### config.mk
export PLATFORM = sky130hd
export DESIGN_NAME = pcpa_addsub
export DESIGN_NICKNAME = d
export VERILOG_FILES = /design/src/rtl/pcpa_pkg.sv /design/src/rtl/pcpa_addsub.sv
export SDC_FILE = /design/constraint.sdc
export NUM_CORES = 1
export LEC_CHECK = 0
export BUFFER_PORTS_ARGS = -buffer_cell sky130_fd_sc_hd__clkbuf_2
export CORE_MARGIN = 1.5
export CORE_UTILIZATION = 40
export DETAILED_ROUTE_END_ITERATION = 10
export GPL_TIMING_DRIVEN = 0
export PLACE_DENSITY = 0.8
export RECOVER_POWER = 50
export SYNTH_ARGS = -nofsm -noshare
export SYNTH_HDL_FRONTEND = slang
export SYNTH_SLANG_ARGS = --single-unit
export TNS_END_PERCENT = 50
### constraint.sdc
create_clock -name vclk -period 4.6
set_input_delay 0.23 -clock vclk [all_inputs]
set_output_delay 0.23 -clock vclk [all_outputs]
set_load 0.05 [all_outputs]
### src/rtl/pcpa_pkg.sv
`timescale 1ns / 1ps
`default_nettype none

package pcpa_pkg;

    // Sizing of the allocator (PAGE_BYTES is a power of two)
    localparam int CPU_COUNT  = 8;
    localparam int PAGE_COUNT = 32768;
    localparam int PAGE_BYTES = 4096;

    localparam int CPU_W      = (CPU_COUNT > 1) ? $clog2(CPU_COUNT) : 1;
    localparam int IDX_W      = $clog2(PAGE_COUNT);
    localparam int PAGE_SHIFT = $clog2(PAGE_BYTES);
    localparam int LINK_W     = IDX_W + 1;
    localparam int ALU_W      = 33;

    // Field widths fixed by the interface
    localparam int ADDR_W     = 32;
    localparam int CPU_IN_W   = 3;
    localparam int STATUS_W   = 2;
    localparam int CFG_IDX_W  = 1;

    // Operation codes
    localparam logic OP_ALLOC = 1'b0;
    localparam logic OP_FREE  = 1'b1;

    // Status codes
    localparam logic [STATUS_W-1:0] ST_OK       = 2'd0;
    localparam logic [STATUS_W-1:0] ST_BAD_ADDR = 2'd1;
    localparam logic [STATUS_W-1:0] ST_NO_MEM   = 2'd2;

    // Register indexes
    localparam logic [CFG_IDX_W-1:0] REG_MEM_START = 1'b0;
    localparam logic [CFG_IDX_W-1:0] REG_MEM_LIMIT = 1'b1;

    localparam logic [ADDR_W-1:0] MEM_START_RST = 32'h8000_0000;
    localparam logic [ADDR_W-1:0] MEM_LIMIT_RST = 32'h8800_0000;

    // Request into the shared add/subtract unit
    typedef struct packed {
        logic [ALU_W-1:0] a;
        logic [ALU_W-1:0] b;
        logic             sub;
    } t_alu_req;

    typedef struct packed {
        logic [ALU_W-1:0] sum;
        logic             carry;
    } t_alu_rsp;

    // Write port of the link memory
    typedef struct packed {
        logic              en;
        logic [IDX_W-1:0]  addr;
        logic [LINK_W-1:0] data;
    } t_link_wr;

    // Reduce a requested CPU number into the range of existing CPUs
    function automatic logic [CPU_W-1:0] cpu_reduce(input logic [CPU_IN_W-1:0] v);
        logic [4:0] t;
        t = {2'b00, v};
        for (int i = 0; i < 8; i++) begin
            if (t >= 5'(CPU_COUNT)) begin
                t = t - 5'(CPU_COUNT);
            end
        end
        return CPU_W'(t);
    endfunction

endpackage

`default_nettype wire

### src/rtl/pcpa_addsub.sv
`timescale 1ns / 1ps
`default_nettype none

module pcpa_addsub (
    input  pcpa_pkg::t_alu_req i_req,
    output pcpa_pkg::t_alu_rsp o_rsp
);
    import pcpa_pkg::*;

    logic [ALU_W-1:0] w_b;
    logic [ALU_W:0]   w_sum;

    // Subtract as a + ~b + 1; carry set means no borrow
    assign w_b   = i_req.sub ? ~i_req.b : i_req.b;
    assign w_sum = {1'b0, i_req.a} + {1'b0, w_b} + {{ALU_W{1'b0}}, i_req.sub};

    assign o_rsp.sum   = w_sum[ALU_W-1:0];
    assign o_rsp.carry = w_sum[ALU_W];

endmodule

`default_nettype wire

Yosys cells after proc, flatten, opt, wreduce, memory -nomap -nowiden
Index checks and enable logic that the tools add are counted.

word-level totals
  bits in registers = 0
  input bits = 67
  output and inout bits = 34
  logic and storage cells = 4

cells by class
  add/sub/neg operators = 2
  multiplexer cells = 1
  bitwise gates (word level) = 1

operator list
  cell                     count
  adder 33 x 33 -> 34 bit  1
  adder 34 x 1 -> 34 bit   1
  two-way mux 33 bit       1
  inverter 33 bit          1

Depth between registers and ports, before layout
  depth in word-level cells = 4
  depth in mapped cells = 11

Worst setup path before layout
Ideal clock, no wire load.

  kind = in2out
  start point = input i_req[0] (netlist bit)
  end point = output o_rsp[27] (netlist bit)
  arrival = 3.715 ns
  data required time = 4.370 ns
  slack = 0.655 ns
  stages on the path = 10
  buffers on the path = 2
  path through = buf_2 buf_1 xor2_1 fa_1 a21o_1 a221oi_2 o31ai_2 o21bai_1 a21oi_1 a311oi_1

RTL lines
  item                line              text
  start: declaration  pcpa_addsub.sv:5  input pcpa_pkg::t_alu_req i_req,
  end: declaration    pcpa_addsub.sv:6  output pcpa_pkg::t_alu_rsp o_rsp

==> results.cfg <==
[status]
outcome = completed

[die]
rows = 27
coreArea_mm2 = 0.00557
dieArea_mm2 = 0.00633
initial_core_util_pct = 42.1
die_w_um = 79.6
pin_count = 101
die_h_um = 79.6

[min_path]
hold_path_class = in2out

[placement]
io_buffers = 100
dpl.hpwl_um = 5980
place_congestion = 0.904
dp.cells = 502

[critical_path]
crit_required_ns = 4.37
slowest_delay_ns = 0.64
cp_slowest_cell = clkbuf_1
cp_top_family = compound AO/OA/AOI/OAI gates
crit_arrival_ns = 3.75
crit_type = in2out
startpoint = i_req[0]
cp_cell_sequence = buf_2 > clkbuf_1 > xor2_1 > fa_1 > a21o_1 > a221oi_2 > o31ai_1 > o21bai_1 > a21oi_1 > a311oi_1 > clkbuf_2
critPathCapture = o_rsp[27]
path_buf_inv = 3
cp_max_fo = 10
cp-start-kind = primary input
worstSetupEndpointType = primary output
cp.depth = 11

[pwr]
p_leak_uw = 0.00145
p_seq_share_pct = 0
ir_drop_v = 0.000240
combPwrFrac_pct = 100.0
switching_share_pct = 71.9
switchingPower_uw = 705
power_frac_clock_pct = 0
intPower_uw = 275
power-per-cell-area_mw_per_mm2 = 336

[routing]
drtIter0Drc = 164
vias_per_cell = 5.76
drtPass1Iterations = 5
drt_drc_violations_left = 0
wirelength_um = 7170
wl_per_cell_um = 14.3
ant_nets = 0
vias = 2892

[grt]
grt_usage_pct = 21.8
grt_pass1_vias = 2703
grt_max_degree = 11
antenna_found_initial = 0
grt_pass1_wl_um = 11600
overflow = 0

[timing]
min_period_ns = 3.98
clock.fmax_mhz = 251
slew_viol_final = 0
hold_ws_ns = 0.900
max_slew.worst_pin.slew_ns = 0.812
hold_viol = 0
setup-violations-final = 0
relSlewSlack_pct = 45.9
layout_worst_path_cycle_share_pct = 86.5
final.setup.tns_ns = 0
rsz0062_at_grt = no

[logic_synthesis]
syn-num-nets = 430
ys_types = 57
synth-seq-area-share_pct = 0
syn_avg_cell_area_um2 = 7.11
synth_cells = 330
ys.warnings.count = 0
synth_area_mm2 = 0.00235

[cells_and_area]
syn_to_final_growth_pct = 24.2
final_cell_mix = clkbuf_2, xor2_1, nand2_1
final_layout_size_suffix_gt1_share_pct = 24.0
nFlopsAndLatches = 0
n_clock_buffer = 0
diodes = 0
fillerInstances = 583
fin_util_pct = 52.3
multi_input_area_mm2 = 0.00225
final_nets = 532
final_common_cell = clkbuf_2
ff_latch_area_um2 = 0
fin_cells = 502

[clock_tree]
post_cts_buffers = 0
cts.repair.resized = 0
ctsHoldBuffers = 0

[run]
maxCapViolCount = 0
[final cells by class]
class	count	share of cell area (%)
Timing Repair Buffer	100	16.5
Multi-Input combinational cell	310	77.3
Tap cell	72	3.09
Inverter	5	0.644
Buffer	15	2.45
[per-stage QoR]
stage	setup slack (ns)	power [uW]	cell area, um^2
6_report	0.620	980	2910
5_1_grt	0.468	1050	2910
4_1_cts	0.744	985	2940
3_5_place_dp	0.744	980	2940
3_3_place_gp	0.855	966	2940
2_1_floorplan	0.655	766	2350
[cells by family (layout without fill, tap and decap cells)]
| logic type | Yosys count | count (layout) | share of synthesized area (%) |
|---|---|---|---|
| AND/OR/NAND/NOR | 104 | 104 | 22.7 |
| multiplexers | 3 | 3 | 1.39 |
| buffers and inverters | 20 | 120 | 3.84 |
| XOR/XNOR | 57 | 57 | 21.3 |
| AO/OA/AOI/OAI | 113 | 113 | 32.9 |
| adder cells (fa/ha/maj) | 33 | 33 | 17.9 |
[power groups by stage]
stage          Clock [uW]  Combinational (uW)  Sequential [uW]
4_1_cts                 0                 985                0
3_3_place_gp            0                 966                0
2_1_floorplan           0                 766                0
5_1_grt                 0                1050                0
6_report                0                 980                0
3_5_place_dp            0                 980                0
[routing by layer]
layer  vias to the layer above  track usage [%]  share of wire [%]
met5                         -                0                  0
met4                         0             4.21               0.96
met3                         6             1.71                7.4
met2                       136             37.4                 46
met1                      1308             29.7                 46
li1                       1442                -                  -
[cell usage after synthesis, drive strengths merged, types with 4 or more instances]
| master | number | area [um^2] |
|---|---|---|
| buf | 10 | 52.6 |
| o21bai | 4 | 30.0 |
| o31ai | 4 | 35.0 |
| and2 | 6 | 37.5 |
| xnor2 | 12 | 105 |
| a21o | 15 | 113 |
| nand4 | 9 | 56.3 |
| nor3 | 6 | 30.0 |
| o21ai | 16 | 80.1 |
| nor2 | 15 | 56.3 |
| ha | 32 | 400 |
| xor2 | 45 | 394 |
| nand2 | 35 | 131 |
| and3 | 6 | 37.5 |
| a211oi | 4 | 30.0 |
| a21oi | 33 | 165 |
| clkbuf | 5 | 18.8 |
| nand3 | 10 | 50.1 |
| a31oi | 6 | 37.5 |
| inv | 5 | 18.8 |
| nand2b | 4 | 25.0 |
[worst min path at each step]
stage / startpoint / end / slack (ns) / cells after the start
floorplan: i_req[1] / o_rsp[1] / 0.73 / 1
global placement: i_req[34] / o_rsp[1] / 0.84 / 3
detailed placement: i_req[34] / o_rsp[1] / 0.84 / 3
CTS: i_req[34] / o_rsp[1] / 0.84 / 3
global route: i_req[34] / o_rsp[1] / 0.92 / 3
finish: i_req[34] / o_rsp[1] / 0.90 / 3
No activity file was read; power rests on OpenSTA's default activity.
